==> src/design/ssi_pkg.sv <==
// ----------------------------------------------------------------------------
// ssi_pkg
// Shared types and constants of the segment and sphere hit test.
// ----------------------------------------------------------------------------
package ssi_pkg;
  localparam int unsigned FracBits = 16;
  localparam int unsigned CoordW  = 32;
  localparam int unsigned RadW    = 31;
  localparam int unsigned TW      = 17;
  localparam int unsigned TBits   = 16;
  localparam int unsigned DiffW   = 34;
  localparam int unsigned ScW     = 16;   // scaled values: magnitude below 2^15
  localparam int unsigned DiscW   = 64;
  localparam int unsigned RootW   = 32;
  localparam int unsigned AW      = 34;

  typedef logic signed [CoordW-1:0] coord_t;
  typedef logic signed [DiffW-1:0]  diff_t;
endpackage

==> src/design/ssi_div_stage.sv <==
// ----------------------------------------------------------------------------
// ssi_div_stage
// One registered step of the restoring divider, one quotient bit a step.
// ----------------------------------------------------------------------------
module ssi_div_stage (
  input  logic        clk_i,
  input  logic        en_i,
  input  logic [35:0] rem_i,
  input  logic [33:0] den_i,
  input  logic [16:0] quo_i,
  input  logic        nbit_i,
  output logic [35:0] rem_o,
  output logic [16:0] quo_o
);
  import ssi_pkg::*;

  logic [35:0] sh;
  logic [35:0] rem_d, rem_q;
  logic [16:0] quo_d, quo_q;

  // Shift in the next numerator bit and subtract where it fits
  always_comb begin
    sh = {rem_i[34:0], nbit_i};
    if (sh >= {2'b00, den_i}) begin
      rem_d = sh - {2'b00, den_i};
      quo_d = {quo_i[15:0], 1'b1};
    end else begin
      rem_d = sh;
      quo_d = {quo_i[15:0], 1'b0};
    end
  end

  always_ff @(posedge clk_i) begin
    if (en_i) begin
      rem_q <= rem_d;
      quo_q <= quo_d;
    end
  end

  assign rem_o = rem_q;
  assign quo_o = quo_q;
endmodule

==> config.mk <==
export PLATFORM = sky130hd
export DESIGN_NAME = ssi_div_stage
export DESIGN_NICKNAME = d
export VERILOG_FILES = /design/src/design/ssi_pkg.sv /design/src/design/ssi_div_stage.sv
export SDC_FILE = /design/constraint.sdc
export NUM_CORES = 1
export LEC_CHECK = 0
export BUFFER_PORTS_ARGS = -buffer_cell sky130_fd_sc_hd__buf_2
export CAP_MARGIN = 15
export CORE_UTILIZATION = 30
export CTS_BUF_LIST = sky130_fd_sc_hd__clkbuf_8
export CTS_CLUSTER_SIZE = 20
export DETAILED_ROUTE_END_ITERATION = 7
export GPL_ROUTABILITY_DRIVEN = 0
export GPL_TIMING_DRIVEN = 0
export HOLD_SLACK_MARGIN = 0.12
export SYNTH_ARGS = -nofsm -noshare
export SYNTH_HDL_FRONTEND = slang
export SYNTH_SLANG_ARGS = --single-unit
==> constraint.sdc <==
create_clock -name clk_i -period 5.38 [get_ports clk_i]
set_clock_uncertainty 0.15 [all_clocks]
set_input_delay 0.269 -clock clk_i [delete_from_list [all_inputs] [get_ports clk_i]]
set_output_delay 0.269 -clock clk_i [all_outputs]
set_load 0.01 [all_outputs]
Word level (Yosys, flattened, before mapping)

Index checks and enable logic that the tools add are counted.

Output and inout port bits: 53
Logic and storage cells: 6
Bits in writable memories: 0
Memories: 0
Register bits: 53
ROM bits: 0
Bits in latches: 0

Reduce and logical (&&, ||, !) cells: 0
$lt $le $gt $ge: 1
Shift operators: 0
Divide/modulo/power cells: 0
Equal/unequal tests: 0
$mul: 0
Add/sub/neg operators: 1
Mux-type cells: 2
Bitwise operators: 0

Operator list:

| cell                                                           | count |
|---|---|
| 36-bit by 34-bit greater-or-equal comparator with 1-bit output | 1 |
| 36-bit two-way mux                                             | 1 |
| 36-bit by 34-bit subtractor with 36-bit output                 | 1 |
| 1-bit two-way mux                                              | 1 |

Longest topological paths before layout

Depth in word-level cells: 2
Depth in mapped cells: 13
Depth with buffers taken out: 12

Worst setup path before layout

No wires, ideal clock.

Path kind: input to register
Start: in den_i[20]
End: reg rem_q[30], in the netlist rem_o[30], data pin
Slack: 2695 ps
Setup time: 258 ps
Required time: 4972 ps
Buffers on the path: 1
Cell stages on the path: 12
Arrival time: 2276 ps
Cell sequence: inv_1 > ha_1 > buf_6 > a21o_1 > a31o_1 > a21o_1 > a31oi_1 > o21ai_2 > a311o_2 > a41oi_2 > xor2_1 > o21ai_1

Cells in the longest elaborated chain, start to end: 2
Elaborated cells on any way between the ends: 3

RTL lines:

| item                                                                                                                                    | line                                     | source |
|---|---|---|
| start, declared                                                                                                                         | ssi_div_stage.sv:9                       | `input logic [33:0] den_i,` |
| 36-bit by 34-bit subtractor with 36-bit output / 36-bit by 34-bit greater-or-equal comparator with 1-bit output (equally long branches) | ssi_div_stage.sv:25, ssi_div_stage.sv:24 |  |
| 36-bit two-way mux (*)                                                                                                                  | ssi_div_stage.sv:24                      | `if (sh >= {2'b00, den_i}) begin` |
| via rem_d[30]                                                                                                                           | ssi_div_stage.sv:18                      | `logic [35:0] rem_d, rem_q;` |
| end signal, assigned                                                                                                                    | ssi_div_stage.sv:35                      | `rem_q <= rem_d;` |
| end, declared                                                                                                                           | ssi_div_stage.sv:18                      |  |

The timed path passes the listed nets; every way through them passes the cells marked *.
A chain may end at the register's enable or synchronous reset.

Final worst setup path

Start: in rem_i[20]
End: reg rem_q[30], in the netlist rem_o[30], data pin

Cells in the longest elaborated chain, start to end: 2
Elaborated cells on any way between the ends: 3

RTL lines:

| item                                                                                                                                    | line                                     | source |
|---|---|---|
| start, declared                                                                                                                         | ssi_div_stage.sv:8                       | `input logic [35:0] rem_i,` |
| 36-bit by 34-bit subtractor with 36-bit output / 36-bit by 34-bit greater-or-equal comparator with 1-bit output (equally long branches) | ssi_div_stage.sv:25, ssi_div_stage.sv:24 |  |
| 36-bit two-way mux (*)                                                                                                                  | ssi_div_stage.sv:24                      |  |
| via rem_d[30]                                                                                                                           | ssi_div_stage.sv:18                      |  |

Marks and branches as above.

==> flow_summary.html <==
<table>
<tr><th>Metric</th><th>Value</th></tr>
<tr><th colspan="2">STA</th></tr>
<tr><td>Final count of negative-setup-slack endpoints</td><td>0</td></tr>
<tr><td>Slew HR</td><td>67.4%</td></tr>
<tr><td>Transition time of the tightest slew-check pin</td><td>0.489 ns</td></tr>
<tr><td>Crit share post-route</td><td>63.3%</td></tr>
<tr><td>Fin Setup TNS</td><td>0 ns</td></tr>
<tr><td>Crit path time final</td><td>3.41 ns</td></tr>
<tr><td>Achievable frequency</td><td>294 MHz</td></tr>
<tr><td>Unrepaired setup endpoints after global routing</td><td>false</td></tr>
<tr><td>Max-slew violation count</td><td>0</td></tr>
<tr><td>Number of hold violations in the final report</td><td>0</td></tr>
<tr><th colspan="2">Power</th></tr>
<tr><td>Switching part of the total</td><td>33.5%</td></tr>
<tr><td>Clock network fraction of total power</td><td>19.2%</td></tr>
<tr><td>Total internal power</td><td>822 uW</td></tr>
<tr><td>Power per cell area</td><td>233 mW/mm2</td></tr>
<tr><td>Worst IR Drop VDD</td><td>0.000104 V</td></tr>
<tr><td>Power share of the sequential group</td><td>43.6%</td></tr>
<tr><td>Overall power after layout</td><td>1.24 mW</td></tr>
<tr><td>Reported net switching power</td><td>414 uW</td></tr>
<tr><td>Logic gate share of total power</td><td>37.2%</td></tr>
<tr><td>Cell leakage power</td><td>2.48 nW</td></tr>
<tr><th colspan="2">Layout</th></tr>
<tr><td>Layout Utilization</td><td>41.3%</td></tr>
<tr><td>Growth of design area from synthesis to finish</td><td>31.9%</td></tr>
<tr><td>Fraction of layout instances using a drive strength above 1</td><td>28.6%</td></tr>
<tr><td>Commonest cells after routing, fill and taps aside</td><td>147 x sky130_fd_sc_hd__buf_2, 57 x sky130_fd_sc_hd__a21oi_1, 53 x sky130_fd_sc_hd__edfxtp_1</td></tr>
<tr><td>Most common cell after layout, fill and taps aside</td><td>sky130_fd_sc_hd__buf_2</td></tr>
<tr><td>Count of placed standard cells in the final layout, fillers left out</td><td>776</td></tr>
<tr><td>Diodes inserted</td><td>0</td></tr>
<tr><td>Non-Filler Cell Area, Final</td><td>0.00531 mm2</td></tr>
<tr><td>Post-layout nets</td><td>728</td></tr>
<tr><td>Filler cells</td><td>1,308</td></tr>
<tr><td>Area occupied by registers</td><td>0.00159 mm2</td></tr>
<tr><td>Footprint of the multi-input gates</td><td>0.00220 mm2</td></tr>
<tr><th colspan="2">GRT</th></tr>
<tr><td>Largest net degree at the start of global routing</td><td>54</td></tr>
<tr><td>Global-route usage over all layers</td><td>16.4%</td></tr>
<tr><td>GR Overflow Total</td><td>0</td></tr>
<tr><td>First-pass GRT wire length</td><td>18.3 mm</td></tr>
<tr><td>Initial antenna violation count</td><td>0</td></tr>
<tr><td>Via count of the first global-routing pass</td><td>3,730</td></tr>
<tr><th colspan="2">Outcome</th></tr>
<tr><td>Run status</td><td>finished clean</td></tr>
<tr><th colspan="2">Clock tree</th></tr>
<tr><td>TritonCTS clock tree</td><td>done</td></tr>
<tr><td>Number of clock sinks</td><td>53</td></tr>
<tr><td>Post-CTS repair timing setup buffer count</td><td>0</td></tr>
<tr><td>Clk slew on worst S/H paths</td><td>0.11 ns</td></tr>
<tr><td>Number of levels in the clock H-tree</td><td>2</td></tr>
<tr><td>Number of buffers created by CTS</td><td>5</td></tr>
<tr><td>Clock root buffer master</td><td>sky130_fd_sc_hd__clkbuf_8</td></tr>
<tr><td>Number of gates resized after CTS</td><td>0</td></tr>
<tr><td>Maximum count of clock buffers along a single path</td><td>2</td></tr>
<tr><th colspan="2">Setup path</th></tr>
<tr><td>Data required time at the worst endpoint</td><td>5.31 ns</td></tr>
<tr><td>Cell occurring most often along the worst timing path</td><td>sky130_fd_sc_hd__buf_2</td></tr>
<tr><td>Type of the worst setup path</td><td>primary input to flip-flop</td></tr>
<tr><td>Nature of the critical path endpoint</td><td>flip-flop</td></tr>
<tr><td>Kind of cell with the highest combined delay on the critical path</td><td>buffers and inverters</td></tr>
<tr><td>Longest individual stage delay on the worst path</td><td>0.53 ns</td></tr>
<tr><td>Slowest CP cell</td><td>sky130_fd_sc_hd__dlygate4sd3_1</td></tr>
<tr><td>Buf/Inv on CP</td><td>5</td></tr>
<tr><td>Critical Path AT</td><td>3.33 ns</td></tr>
<tr><td>Cells along the critical path</td><td>dlygate4sd3_1 &gt; buf_2 &gt; ha_1 &gt; buf_2 &gt; a21o_1 &gt; a221o_1 &gt; a21o_1 &gt; a21oi_1 &gt; o21a_1 &gt; o31ai_4 &gt; inv_2 &gt; buf_2 &gt; o21ai_1</td></tr>
<tr><td>Crit start category</td><td>primary input</td></tr>
<tr><td>Maximum fanout along the worst path</td><td>10</td></tr>
<tr><th colspan="2">Synth</th></tr>
<tr><td>Main combinational cell family by area after synthesis</td><td>compound AO/OA/AOI/OAI gates</td></tr>
<tr><td>Cell Area, Synth</td><td>0.00403 mm2</td></tr>
<tr><td>Share of the yosys chip area belonging to registers</td><td>39.5%</td></tr>
<tr><td>Async set or reset register ratio after synthesis</td><td>0%</td></tr>
<tr><td>Simple-Gate Fraction of Synth Area</td><td>13.4%</td></tr>
<tr><td>Unique cell type count in the Yosys netlist</td><td>57</td></tr>
<tr><td>Most used flip-flop cell after synthesis</td><td>sky130_fd_sc_hd__edfxtp_1</td></tr>
<tr><td>Yosys warns</td><td>0</td></tr>
<tr><td>Syn Inst Count</td><td>429</td></tr>
<tr><td>Post-Synthesis Net Count</td><td>554</td></tr>
<tr><td>Synth Area in Adders</td><td>11.1%</td></tr>
<tr><td>Average cell area after synthesis</td><td>9.39 um2</td></tr>
<tr><td>Register bit count reported by yosys</td><td>53</td></tr>
<tr><td>Count of flip-flops with a built-in enable after synthesis</td><td>53</td></tr>
<tr><td>Post-synthesis mux area share</td><td>0.528%</td></tr>
<tr><td>Complex-gate fraction of the synthesized area</td><td>23.0%</td></tr>
<tr><td>Xor-xnor portion of the synthesized cell area</td><td>6.74%</td></tr>
<tr><th colspan="2">Placement</th></tr>
<tr><td>Placed cell area</td><td>0.00494 mm2</td></tr>
<tr><td>Post-Place Cells</td><td>741</td></tr>
<tr><td>Count of buffers from port buffering</td><td>140</td></tr>
<tr><td>Half-perimeter wire length after detailed placement</td><td>8.63 mm</td></tr>
<tr><th colspan="2">Route</th></tr>
<tr><td>Routed WL</td><td>11.4 mm</td></tr>
<tr><td>Count of antenna-violating nets left after detailed routing</td><td>0</td></tr>
<tr><td>DRC violation count after routing</td><td>0</td></tr>
<tr><td>Starting DRC count in detailed routing</td><td>187</td></tr>
<tr><td>Number of vias in the routed layout</td><td>3,790</td></tr>
<tr><td>Detail-routed net length per standard cell</td><td>14.6 um</td></tr>
<tr><td>DRT Pass-1 Iters</td><td>4</td></tr>
<tr><td>Vias per Instance</td><td>4.88</td></tr>
<tr><th colspan="2">Die</th></tr>
<tr><td>I/O pin cnt</td><td>143</td></tr>
<tr><td>Area of the core region</td><td>0.0129 mm2</td></tr>
<tr><td>Die Height</td><td>118 um</td></tr>
<tr><td>Overall die width</td><td>118 um</td></tr>
<tr><td>Die footprint</td><td>0.0139 mm2</td></tr>
<tr><td>Cell Rows</td><td>41</td></tr>
<tr><td>Initial core utilization</td><td>31.3%</td></tr>
<tr><th colspan="2">Worst hold path</th></tr>
<tr><td>Type of the tightest min-delay check</td><td>primary input to flip-flop</td></tr>
<tr><th colspan="2">Run</th></tr>
<tr><td>Max capacitance violation total</td><td>0</td></tr>
</table>
[cell families (layout without fill, tap and decap cells)]
| group | count (synthesis) | after routing |
|---|---|---|
| compound gates | 142 | 142 |
| fa+ha+maj | 35 | 35 |
| xor+xnor | 31 | 31 |
| simple gates | 112 | 112 |
| mux | 2 | 2 |
| buf+inv | 54 | 229 |
| flops | 53 | 53 |
[power groups by stage]
stage	combinational (mW)	sequential, mW	clock [mW]
2_1_floorplan	0.247	0.584	0
3_3_place_gp	0.435	0.549	0
3_5_place_dp	0.441	0.551	0
4_1_cts	0.459	0.541	0.251
5_1_grt	0.509	0.546	0.262
6_report	0.459	0.540	0.237
[routing by layer]
layer  GRT usage (%)  share of wire [%]  vias to the layer above
met5               0                  0                        -
met2            27.4                 45                      129
met4            4.41                1.3                        0
met3            2.62                5.5                        9
li1                -                  -                     1907
met1            22.0                 48                     1745
[registers in the layout (all words and copies together), names as in the netlist]
name / flops
rem_o: 36
quo_o: 17
[Yosys cell counts (2+ instances only)]
cell,instances,area share [%]
sky130_fd_sc_hd__xor2_1,17,3.7
sky130_fd_sc_hd__and2_1,3,0.47
sky130_fd_sc_hd__o31ai_4,2,1.1
sky130_fd_sc_hd__nor3_1,2,0.25
sky130_fd_sc_hd__o21a_1,3,0.56
sky130_fd_sc_hd__and3_1,5,0.78
sky130_fd_sc_hd__buf_4,3,0.56
sky130_fd_sc_hd__nand2_1,33,3.1
sky130_fd_sc_hd__a21oi_1,57,7.1
sky130_fd_sc_hd__a211oi_1,2,0.37
sky130_fd_sc_hd__o211ai_1,6,1.1
sky130_fd_sc_hd__nor2b_1,4,0.62
sky130_fd_sc_hd__o21bai_1,3,0.56
sky130_fd_sc_hd__nand4_1,7,1.1
sky130_fd_sc_hd__nor4_1,2,0.31
sky130_fd_sc_hd__edfxtp_1,53,40
sky130_fd_sc_hd__a31o_1,2,0.44
sky130_fd_sc_hd__nand3_1,3,0.37
sky130_fd_sc_hd__nand2b_1,6,0.93
sky130_fd_sc_hd__nor2_1,37,3.4
sky130_fd_sc_hd__inv_1,40,3.7
sky130_fd_sc_hd__o21ai_1,5,0.62
sky130_fd_sc_hd__a21o_1,21,3.9
sky130_fd_sc_hd__a211o_1,3,0.65
sky130_fd_sc_hd__nand3b_1,3,0.56
sky130_fd_sc_hd__buf_2,7,0.87
sky130_fd_sc_hd__o31ai_1,2,0.37
sky130_fd_sc_hd__o21ai_0,18,2.2
sky130_fd_sc_hd__ha_1,34,11
sky130_fd_sc_hd__xnor2_1,14,3.0
sky130_fd_sc_hd__a31oi_1,6,0.93
[through the flow]
step / setup WS [ns] / hold slack (ns)
final: 1.97 / 0.139
after global routing: 1.74 / 0.138
after CTS: 2.01 / 0.124
after detailed placement: 2.00 / 0.298
after global placement: 2.01 / 0.295
after floorplan: 2.70 / 0.218
[final cells by class]
class	count	area share (%)
inverter	41	2.90
buffer	13	1.46
multi-input combinational	322	41.5
clock inverter	3	0.400
timing repair buffer	167	18.5
sequential	53	30.0
clock buffer	5	1.30
tap	172	4.05
[path summary, 6_finish.rpt]
| kind | startpoint | to | depth (start not counted) |
|---|---|---|---|
| worst max-delay path | rem_i[20] | rem_o[30]$_DFFE_PP_ | 13 |
| worst min-delay path | rem_i[32] | rem_o[33]$_DFFE_PP_ | 2 |
[repair_timing]
| action | 4_1_cts | 5_1_grt |
|---|---|---|
| hold endpoints to repair | 26 | 0 |
| setup endpoints to repair | 0 | 0 |
| hold buffers | 26 | 0 |
Power figures use the tool's default switching activity.
