## src/design/ssi_pkg.sv

```systemverilog
// ----------------------------------------------------------------------------
// ssi_pkg
// Shared types and constants of the segment and sphere hit test.
// ----------------------------------------------------------------------------
package ssi_pkg;
  localparam int unsigned FracBits = 16;
  localparam int unsigned CoordW  = 32;
  localparam int unsigned RadW    = 31;
  localparam int unsigned TW      = 17;
  localparam int unsigned TBits   = 16;
  localparam int unsigned DiffW   = 34;
  localparam int unsigned ScW     = 16;   // scaled values: magnitude below 2^15
  localparam int unsigned DiscW   = 64;
  localparam int unsigned RootW   = 32;
  localparam int unsigned AW      = 34;

  typedef logic signed [CoordW-1:0] coord_t;
  typedef logic signed [DiffW-1:0]  diff_t;
endpackage

```

## src/design/ssi_sqrt_stage.sv

```systemverilog
// ----------------------------------------------------------------------------
// ssi_sqrt_stage
// One registered step of the restoring square root.
// ----------------------------------------------------------------------------
module ssi_sqrt_stage #(
  parameter int unsigned Step = 0
) (
  input  logic        clk_i,
  input  logic        en_i,
  input  logic [63:0] rem_i,
  input  logic [63:0] res_i,
  output logic [63:0] rem_o,
  output logic [63:0] res_o
);
  import ssi_pkg::*;

  localparam logic [63:0] Bit = 64'd1 << (62 - 2 * Step);

  logic [63:0] rem_d, res_d, rem_q, res_q;

  // Try the next bit and keep it where the remainder allows
  always_comb begin
    if (rem_i >= res_i + Bit) begin
      rem_d = rem_i - (res_i + Bit);
      res_d = (res_i >> 1) + Bit;
    end else begin
      rem_d = rem_i;
      res_d = res_i >> 1;
    end
  end

  always_ff @(posedge clk_i) begin
    if (en_i) begin
      rem_q <= rem_d;
      res_q <= res_d;
    end
  end

  assign rem_o = rem_q;
  assign res_o = res_q;
endmodule

```

## config.mk

```make
export PLATFORM = sky130hd
export DESIGN_NAME = ssi_sqrt_stage
export DESIGN_NICKNAME = d
export VERILOG_FILES = /design/src/design/ssi_pkg.sv /design/src/design/ssi_sqrt_stage.sv
export SDC_FILE = /design/constraint.sdc
export NUM_CORES = 1
export LEC_CHECK = 0
export ABC_CLOCK_PERIOD_IN_PS = 7000
export BUFFER_PORTS_ARGS = -buffer_cell sky130_fd_sc_hd__buf_2
export CAP_MARGIN = 20
export CORE_MARGIN = 3
export CORE_UTILIZATION = 55
export CTS_CLUSTER_SIZE = 20
export DETAILED_ROUTE_END_ITERATION = 10
export PLACE_DENSITY = 0.84
export SLEW_MARGIN = 30
export SYNTH_ARGS = -nofsm -noshare
export SYNTH_HDL_FRONTEND = slang
export SYNTH_SLANG_ARGS = --single-unit
```

## constraint.sdc

```tcl
create_clock -name clk_i -period 7 [get_ports clk_i]
set_input_delay 0.35 -clock clk_i [delete_from_list [all_inputs] [get_ports clk_i]]
set_output_delay 0.35 -clock clk_i [all_outputs]
set_load 0.005 [all_outputs]
```

# Word-level counts from Yosys, hierarchy flattened
# Index checks and enable logic that the tools add are counted.
# op_classes
addsub	3
magnitude_cmp	1
n_mux	2
# op_table
operator	count
63-bit by 63-bit adder with 64-bit output (second input constant)	1
64-bit by 63-bit adder with 64-bit output (second input constant)	1
64-bit >= comparator	1
64-bit two-way mux	1
64-bit subtractor	1
63-bit two-way mux	1
# totals
reg_bits	128
in_bits	130
out_inout_bits	128
wordCells	9

# Depth between registers and ports, before layout
# Gate-level depths: netlist (run 1).
# logic_depth
word_depth	3
mapped_depth	14
ltp_nobuf	13

# Worst setup path before layout (run 1)
# No wires, ideal clock.
# synth_path
path_kind	in2reg
startpoint	in res_i[16]
endpoint	reg rem_q[60] (netlist: rem_o[60]) (data pin)
t_arrival_ns	2.952
required_time_ns	6.743
setup_slack_ns	3.790
stages	12
n_path_buf	0
cell_sequence	inv_1 -> ha_1 -> and2_1 -> nand3_1 -> or3_1 -> a41o_1 -> nor3_2 -> o21ai_1 -> o41ai_4 -> or4b_1 -> a21oi_1 -> nor3_1
# synth_via
elab_chain_len	3
word_cells_on_any_way	4
# synth_rtl
element	line_no	text
start: declaration	ssi_sqrt_stage.sv:11	input logic [63:0] res_i,
64-bit by 63-bit adder with 64-bit output (*)	ssi_sqrt_stage.sv:23, ssi_sqrt_stage.sv:24	
64-bit subtractor / 64-bit >= comparator (equally long branches)	ssi_sqrt_stage.sv:24, ssi_sqrt_stage.sv:23	
64-bit two-way mux (*)	ssi_sqrt_stage.sv:23	if (rem_i >= res_i + Bit) begin
via rem_d[60]	ssi_sqrt_stage.sv:19	logic [63:0] rem_d, res_d, rem_q, res_q;
end signal: assignment	ssi_sqrt_stage.sv:34	rem_q <= rem_d;
end: declaration	ssi_sqrt_stage.sv:19	
# Mark *: on every way through the listed nets, which the timed path passes. The rest lies on a longest branch.
# A chain may end at the register's enable or synchronous reset.

# Worst setup path in the final report (run 1)
# Same ends and word-level chain as after synthesis.

==> flow_metrics.tcl, run 1 <==
set metrics [dict create \
    status "finished, final reports clean" \
    postRouteAntennaNets 0 \
    avgSynthCellArea_um2 9.73 \
    tritoncts "built" \
    num_antenna_cells 0 \
    post_dp_cell_area_um2 10000 \
    cp_max_fo 70 \
    postCtsSetupRepairBufs 0 \
    worst_path_max_delay_cell "buf_4" \
    async_flop_share_pct 0 \
    h-tree-depth 4 \
    layout-drive-gt1-share_pct 26.9 \
    yosysSeqAreaShare_pct 44.6 \
    syn_nets 1080 \
    io_pins 258 \
    design_area_um2 10700 \
    clockBufferDepth 2 \
    ys.warnings.count 0 \
    fillerInstances 1183 \
    path_delay_family "simple AND/OR/NAND/NOR gates" \
    crit_buf_inv 3 \
    worst_slew_pin_slew_ps 816 \
    die_h_um 131 \
    dp_hpwl_mm 17.8 \
    hold_viol 0 \
    clk_pin_slew_worst_paths_ps 60 \
    wl_mm 23.3 \
    maxCapViolations 0 \
    grt_antenna_before_repair 1 \
    num_rows 45 \
    grt_pass1_vias 7517 \
    drv_slew 0 \
    setup_viol 0 \
    drc 0 \
    p_total_w 0.00258 \
    timing.fmax_ghz 0.268 \
    worst_ir_drop_vdd_mv 0.181 \
    routed_via_density 5.73 \
    postCtsResizedCells 0 \
    finalSetupTns_ps 0 \
    dpl_worst_slack_ps 2830 \
    crit_type "in2reg" \
    die_x_um 131 \
    synth_edf_count 128 \
    syn2layout_area_growth_pct 23.8 \
    startpoint_type "input pin" \
    p_leak_nw 4.94 \
    fin_crit_sh_pct 53.2 \
    grt_max_degree 83 \
    synthDistinctLibCells 58 \
    final_nets 1322 \
    rsz0062_at_grt "false" \
    startpoint "res_i[16]" \
    cts.sink_count 128 \
    portBuffers 257 \
    syn_area_um2 8610 \
    dr.first_iter.drc_count 596 \
    num_vias 7743 \
    min-delay-start "res_i[61]" \
    post-route-min-period_ps 3730 \
    synth_top_flop_cell "edfxtp_1" \
    grt_use_total_pct 26.4 \
    gp_congestion 0.919 \
    placed_cells_incl_taps 1319 \
    postCtsHoldBufs 0 \
    firstDrtPassIters 5 \
    postLayoutSetupSlackWorst_ps 3270 \
    end_kind "register" \
    dieArea_um2 17200 \
    clock-root-buffer "clkbuf_16" \
    wl_per_cell_um 17.2 \
    cts_inserted_buffers 17 \
    netlist_instances 885 \
    crit_required_ps 7180 \
    crit_arrival_ps 3900 \
    final_cells 1351 \
    relSlewSlack_pct 44.9 \
    overflow 0 \
    grt_pass1_wl_mm 37.1 \
    synth-seq-cells 128 \
    start_util_pct 56.4 \
    core_area_um2 15300 \
    hold_path_class "in2reg" \
    worstPathCellList "buf_2 > inv_1 > ha_1 > and2_1 > nand3_1 > or3_1 > a41o_1 > nor3_2 > o21ai_1 > o41ai_4 > buf_4 > or4b_1 > a21oi_1 > nor3_1" \
    p_per_area_nw_per_um2 242 \
    max_stage_delay_ps 570 \
]
area by class of cell:
| class | count | area [µm²] | share of cell area (%) |
|---|---|---|---|
| Sequential cell | 128 | 3840 | 36.1 |
| Inverter | 78 | 293 | 2.75 |
| Clock buffer | 17 | 425 | 3.99 |
| Multi-Input combinational cell | 642 | 4320 | 40.5 |
| Timing Repair Buffer | 260 | 1320 | 12.4 |
| Clock inverter | 15 | 193 | 1.81 |
| Tap cell | 211 | 264 | 2.48 |
sequential cells by signal, summed over array words and instances (netlist names):
name,cells
rem_o,64
res_o,64
kinds of logic (layout without fill, tap and decap cells):
logic type | Yosys count | in the layout | share of synthesized area, %
buffers and inverters | 115 | 370 | 5.19
muxes | 15 | 15 | 1.95
xor gates and xnor gates | 56 | 56 | 5.70
and+or+nand+nor | 234 | 234 | 13.2
adders and majority gates | 65 | 65 | 9.53
AOI/OAI and AO/OA | 272 | 272 | 19.8
DFF | 128 | 128 | 44.6
final timing paths:
kind	endpoint	slack, ps	depth (start not counted)
worst max-delay path	rem_o[60]	3270	14
worst min-delay path	res_o[60]	120	1
through the flow:
step / utilization [%] / hold WS [ps]
global placement: 65.8 / 542
global route: 69.8 / 107
finish: 69.8 / 116
floorplan: - / 449
detailed placement: 65.8 / 543
CTS: 69.8 / 99.4
synth_stat cells, types with 11 or more instances:
| cell | count | area share, % |
|---|---|---|
| a21o_1 | 49 | 4.3 |
| a21oi_1 | 111 | 6.5 |
| and3_1 | 13 | 0.94 |
| buf_2 | 11 | 0.64 |
| clkbuf_1 | 25 | 1.1 |
| edfxtp_1 | 128 | 45 |
| ha_1 | 64 | 9.3 |
| inv_1 | 78 | 3.4 |
| nand2_1 | 52 | 2.3 |
| nand3_1 | 14 | 0.81 |
| nand4_1 | 18 | 1.3 |
| nor2_1 | 82 | 3.6 |
| nor3_1 | 11 | 0.64 |
| o21ai_0 | 40 | 2.3 |
| o21bai_1 | 11 | 0.96 |
| xnor2_1 | 36 | 3.7 |
| xor2_1 | 20 | 2.0 |
where the power goes:
part | internal [W] | switching (W)
Combinational | 0.000282 | 0.000379
Sequential | 0.000958 | 0.0000249
Clock | 0.000593 | 0.000343
metal layers:
metal | track usage [%] | wire length [µm]
met5 | 0 | 7
met4 | 9.80 | 633
met3 | 5.40 | 1610
met2 | 45.7 | 11500
met1 | 32.8 | 9530
layout by cell type, fill, tap and decap left out, drive strengths merged, types with 13 or more instances in the layout:
cell	n
nand2	52
nor2	82
and3	13
a21oi	111
inv	79
ha	64
xor2	20
mux2	14
nand3	14
edfxtp	128
o21ai	43
buf	260
a21o	49
nand4	18
xnor2	36
clkbuf	17
(Power assumes the default switching activity.)
==> inputs of run 2 (changes only) <==
--- a/config.mk
+++ b/config.mk
@@ -5,14 +5,15 @@
 export SDC_FILE = /design/constraint.sdc
 export NUM_CORES = 1
 export LEC_CHECK = 0
-export ABC_CLOCK_PERIOD_IN_PS = 7000
+export ABC_AREA = 1
+export ABC_CLOCK_PERIOD_IN_PS = 3260
 export BUFFER_PORTS_ARGS = -buffer_cell sky130_fd_sc_hd__buf_2
 export CAP_MARGIN = 20
 export CORE_MARGIN = 3
-export CORE_UTILIZATION = 55
+export CORE_UTILIZATION = 50
 export CTS_CLUSTER_SIZE = 20
 export DETAILED_ROUTE_END_ITERATION = 10
-export PLACE_DENSITY = 0.84
+export PLACE_DENSITY = 0.78
 export SLEW_MARGIN = 30
 export SYNTH_ARGS = -nofsm -noshare
 export SYNTH_HDL_FRONTEND = slang
==> constraint.sdc (replaced) <==
create_clock -name clk_i -period 3.26 [get_ports clk_i]
set_input_delay 0.163 -clock clk_i [delete_from_list [all_inputs] [get_ports clk_i]]
set_output_delay 0.163 -clock clk_i [all_outputs]
set_load 0.005 [all_outputs]
==> run 2 against run 1 <==
Against the previous run:
- clock power up 120%
- sequential cell count stayed put
- sequential power is 120% higher
- design area is 29% higher
- core utilization shrank 5.1 points
- synthesized cell count grew 93%
- via count grew 52%
- first-iteration DRC count up 77%
- setup slack worse by 2800 ps
- critical path type unchanged
- largest cell class unchanged
- highest routed layer unchanged
==> flow_metrics.tcl, run 2 <==
set metrics [dict create \
    status "finished, final reports clean" \
    rsz0062_at_grt "false" \
    design_area_um2 13800 \
    yosysMostFrequentCell "nand2_1" \
    clk_pin_slew_worst_paths_ps 70 \
    clockBufferDepth 2 \
    worst_ir_drop_vdd_mv 0.346 \
    num_vias 11800 \
    synth_common_cells "nand2_1 (762), inv_1 (401), edfxtp_1 (128)" \
    drv_slew 0 \
    startpoint "res_i[30]" \
    routed_via_density 5.05 \
    setup_viol 0 \
    max_stage_delay_ps 530 \
    cts_inserted_buffers 17 \
    num_antenna_cells 0 \
    hold_viol 0 \
    path_delay_family "simple AND/OR/NAND/NOR gates" \
    avgSynthCellArea_um2 6.40 \
    grt_antenna_before_repair 1 \
    grt_pass1_vias 11600 \
    syn_nets 1907 \
    worst_path_max_delay_cell "dlygate4sd3_1" \
    start_util_pct 51.5 \
    wl_per_cell_um 17.2 \
    crit_top_cell "nand2_1" \
    h-tree-depth 4 \
    firstDrtPassIters 7 \
    core_area_um2 21300 \
    cts.sink_count 128 \
    crit_buf_inv 4 \
    end_kind "register" \
    comb_power_share_pct 31.0 \
    postCtsSetupRepairBufs 0 \
    crit_required_ps 3570 \
    synth_top_flop_cell "edfxtp_1" \
    finalSetupTns_ps 0 \
    hold_path_class "in2reg" \
    yosys.area.top_type "edfxtp_1" \
    synthTopCellsByArea "edfxtp_1 (35%), nand2_1 (26%), inv_1 (14%)" \
    p_int_w 0.00393 \
    wl_mm 40.2 \
    synthDistinctLibCells 29 \
    dp_hpwl_mm 32.3 \
    power_frac_seq_pct 35.0 \
    worstPathCellList "dlygate4sd3_1 > buf_2 > inv_1 > ha_1 > nand2_1 > nor2_2 > nand2_1 > nor2_2 > nand4_1 > nand3_2 > nand2_2 > nand2_4 > buf_4 > nand3_1 > nand2_1" \
    switching_share_pct 35.0 \
    grt_pass1_wl_mm 61.9 \
    p_per_area_nw_per_um2 439 \
    timing.fmax_ghz 0.356 \
    grt_max_degree 129 \
    synth-seq-cells 128 \
    io_pins 258 \
    layout_commonest_cell "nand2_1" \
    synth_top_area_share_pct 35.1 \
    worst_slew_pin_slew_ps 740 \
    relSlewSlack_pct 50.7 \
    die_x_um 154 \
    post-route-min-period_ps 2810 \
    tritoncts "built" \
    postCtsHoldBufs 62 \
    netlist_instances 1712 \
    cp_max_fo 23 \
    layout-drive-gt1-share_pct 16.1 \
    synth_edf_count 128 \
    drc 0 \
    syn_area_um2 11000 \
    maxCapViolations 0 \
    clkPwrFrac_pct 34.0 \
    p_sw_w 0.00212 \
    crit_arrival_ps 3120 \
    post_dp_cell_area_um2 12500 \
    ys.warnings.count 0 \
    yosysSeqAreaShare_pct 35.1 \
    final_cell_mix "nand2_1 (762), inv_1 (401), buf_2 (256)" \
    startpoint_type "input pin" \
    crit_end "rem_o[52]" \
    postRouteAntennaNets 0 \
    p_leak_nw 8.06 \
    fin_crit_sh_pct 86.2 \
    postCtsResizedCells 0 \
    grt_use_total_pct 33.3 \
    async_flop_share_pct 0 \
    syn2layout_area_growth_pct 25.7 \
    dr.first_iter.drc_count 1057 \
    gp_congestion 0.955 \
    final_nets 2238 \
    cp.depth 15 \
    dieArea_um2 23700 \
    clock-root-buffer "clkbuf_16" \
    num_rows 53 \
    die_h_um 154 \
    crit_type "in2reg" \
    overflow 0 \
    portBuffers 257 \
]
==> run 2: kinds of logic after synthesis <==
kind of cell / Yosys count / share of synthesized area, %
fa+ha+maj: 65 / 7.49
compound gates: 52 / 2.41
xor+xnor: 32 / 2.56
simple gates: 1015 / 37.6
buf+inv: 420 / 14.9
flops: 128 / 35.1
==> run 2: cell type report <==
cell class	count	area, µm²
fill	1954	7510
timing repair buffer	325	1970
clock buffer	17	425
tap	275	344
clock inverter	14	181
multi-input combinational	1164	5480
inverter	407	1530
sequential	128	3840
==> run 2: routing by layer <==
layer	GRT usage [%]	routed length [µm]
met1	46.0	17500
met2	53.7	18200
met5	0	13
met4	8.83	796
met3	6.92	3640
==> run 2: power by group through the flow <==
stage / registers, W / logic (W) / clock network (W)
2_1_floorplan: 0.00218 / 0.00104 / 0
3_3_place_gp: 0.00214 / 0.00173 / 0
3_5_place_dp: 0.00215 / 0.00178 / 0
4_1_cts: 0.00212 / 0.00184 / 0.00205
6_report: 0.00212 / 0.00188 / 0.00206
5_1_grt: 0.00214 / 0.00208 / 0.00212
==> run 2: worst min-delay path by stage <==
stage,to,depth (start not counted),startpoint
floorplan,res_o[0],0,res_i[1]
global placement,res_o[38],1,res_i[39]
detailed placement,res_o[12],1,res_i[13]
CTS,rem_o[14],3,rem_i[14]
global route,rem_o[61],3,rem_i[61]
finish,rem_o[8],3,rem_i[8]
==> run 2: through the flow <==
step / hold slack [ps] / instances / utilization [%] / setup WS, ps / total power (W)
global route: 21.2 / 2330 / 64.7 / 260 / 0.00633
detailed placement: 356 / 2237 / 58.9 / 529 / 0.00392
CTS: 2.56 / 2330 / 64.7 / 529 / 0.00601
global placement: 354 / 2237 / 58.9 / 641 / 0.00387
floorplan: 262 / 1712 / - / 1110 / 0.00321
finish: 7.47 / 2330 / 64.7 / 451 / 0.00605
==> inputs of run 3 (changes only) <==
--- a/config.mk
+++ b/config.mk
@@ -5,12 +5,11 @@
 export SDC_FILE = /design/constraint.sdc
 export NUM_CORES = 1
 export LEC_CHECK = 0
-export ABC_AREA = 1
 export ABC_CLOCK_PERIOD_IN_PS = 3260
 export BUFFER_PORTS_ARGS = -buffer_cell sky130_fd_sc_hd__buf_2
 export CAP_MARGIN = 20
 export CORE_MARGIN = 3
-export CORE_UTILIZATION = 50
+export CORE_UTILIZATION = 48
 export CTS_CLUSTER_SIZE = 20
 export DETAILED_ROUTE_END_ITERATION = 10
 export PLACE_DENSITY = 0.78
==> run 3 against run 2 <==
Against the previous run:
- setup slack lost 390 ps
- global-route usage shrank 8.3 points
- critical endpoint is now rem_o[59]
- fmax shrank 12%
- largest cell class unchanged
- sequential share of layout area grew 4.8 points
- design area shrank 15%
- hold slack gained 43 ps
- via count shrank 30%
- highest routed layer unchanged
==> flow_metrics.tcl, run 3 (synthesis gave the netlist of run 1 again) <==
set metrics [dict create \
    cts_inserted_buffers 17 \
    clock-root-buffer "clkbuf_16" \
    crit_required_ps 3510 \
    drc 0 \
    cts.sink_count 128 \
    grt_max_degree 75 \
    tritoncts "built" \
    grt.busiest_layer "met2" \
    drv_slew 0 \
    maxCapViolations 0 \
    startpoint_type "input pin" \
    status "finished, final reports clean" \
    dieArea_um2 19600 \
    relSlewSlack_pct 52.3 \
    design_area_um2 11800 \
    end_kind "register" \
    io_pins 258 \
    wl_per_cell_um 17.0 \
    num_vias 8287 \
    met1_usage_pct 31.7 \
    grt_pass1_wl_mm 39.9 \
    setup_viol 0 \
    cp_max_fo 4 \
    hold_viol 0 \
    wl_mm 25.3 \
    die_x_um 140 \
    final_nets 1447 \
    finalSetupTns_ps 0 \
    worst_slew_pin_slew_ps 715 \
    worst_ir_drop_vdd_mv 0.393 \
    clockBufferDepth 2 \
    grt_antenna_before_repair 4 \
    met2_usage_pct 41.5 \
    start_util_pct 49.4 \
    num_rows 48 \
    fin_crit_sh_pct 98.1 \
    crit_type "in2reg" \
    portBuffers 257 \
    fillerInstances 1355 \
    met3_usage_pct 5.84 \
    clk_pin_slew_worst_paths_ps 60 \
    post_dp_cell_area_um2 10500 \
    p_leak_nw 5.47 \
    overflow 0 \
    p_per_area_nw_per_um2 466 \
    timing.fmax_ghz 0.313 \
    firstDrtPassIters 5 \
    h-tree-depth 4 \
    gp_congestion 0.898 \
    final_cell_mix "buf_2 (256), edfxtp_1 (128), a21oi_1 (110)" \
    post-route-min-period_ps 3200 \
    postRouteAntennaNets 0 \
    layout-drive-gt1-share_pct 30.3 \
    hold_path_class "in2reg" \
    layout_commonest_cell "buf_2" \
    rsz0062_at_grt "true" \
    grt_use_total_pct 25.1 \
    dp_hpwl_mm 18.8 \
    hold_ws_ps 50.8 \
    syn2layout_area_growth_pct 36.7 \
    routed_via_density 5.56 \
    die_h_um 140 \
    grt_pass1_vias 8120 \
    crit_arrival_ps 3450 \
    core_area_um2 17400 \
    dr.first_iter.drc_count 627 \
]
==> run 3: cell count changes in the layout (fill, tap and decap cells not counted), sizes merged, moves of 14 or more <==
cell | before | now
mux2 | 0 | 14
xnor2 | 2 | 36
inv | 411 | 78
nand3 | 90 | 14
nand2 | 770 | 52
o21ai | 8 | 43
a21o | 0 | 49
nor2 | 119 | 82
a21oi | 44 | 111
buf | 263 | 323
==> run 3: repair_timing <==
action                                  4_1_cts  5_1_grt
gates resized for setup                       0       18
hold buffers                                 62        0
buffers inserted                              0        2
endpoints found under the setup margin        0       39
endpoints found under the hold margin        62        0
==> run 3: metrics by stage <==
step / std cells / utilization, % / total power (W) / setup slack, ps
3_3_place_gp: 1394 / 60.4 / 0.00361 / -167
6_report: 1491 / 67.6 / 0.00548 / 63.4
4_1_cts: 1487 / 67.0 / 0.00545 / 17.7
5_1_grt: 1491 / 67.6 / 0.00575 / -41.5
3_5_place_dp: 1394 / 60.4 / 0.00364 / -279
2_1_floorplan: 885 / - / 0.00301 / 237
==> run 3: final cells by class <==
cell class | instances | area, µm² | share of cell area [%]
clock inverters | 12 | 96.3 | 0.819
inverters | 78 | 293 | 2.49
flip-flops and latches | 128 | 3840 | 32.7
multi-input cells | 642 | 4390 | 37.3
repair buffers | 385 | 2420 | 20.6
well taps | 225 | 282 | 2.39
clock buffers | 19 | 433 | 3.68
diodes | 2 | 5.00 | 0.0425
==> run 3: critical path, stage by stage <==
cell and delay [ps]:
dlygate4sd3_1 540, buf_2 110, inv_1 40, ha_1 340, a21oi_1 120, o21bai_1 230
a41oi_1 160, o211ai_1 320, nor2_1 130, a211o_1 300, a21oi_1 310, o21ai_1 230
and4b_1 240, nor3_1 190
==> run 3: path summary, 6_finish.rpt <==
| check | start | endpoint | slack (ps) | cells past startpoint |
|---|---|---|---|---|
| max | res_i[20] | rem_o[59] | 60 | 14 |
| min | rem_i[7] | rem_o[7] | 50 | 2 |
==> run 3: power by group <==
group	leakage (nW)	internal (W)	switching, W	total, W
logic	3.96	0.000757	0.000869	0.00163
clock network	0.260	0.00103	0.000721	0.00175
registers	1.25	0.00206	0.0000468	0.00210
==> run 3: layer usage <==
metal / share of wire [%] / vias to the layer above
met5: 0.083 / -
li1: - / 3978
met2: 49 / 363
met3: 7.2 / 64
met1: 41 / 3878
met4: 3.2 / 4
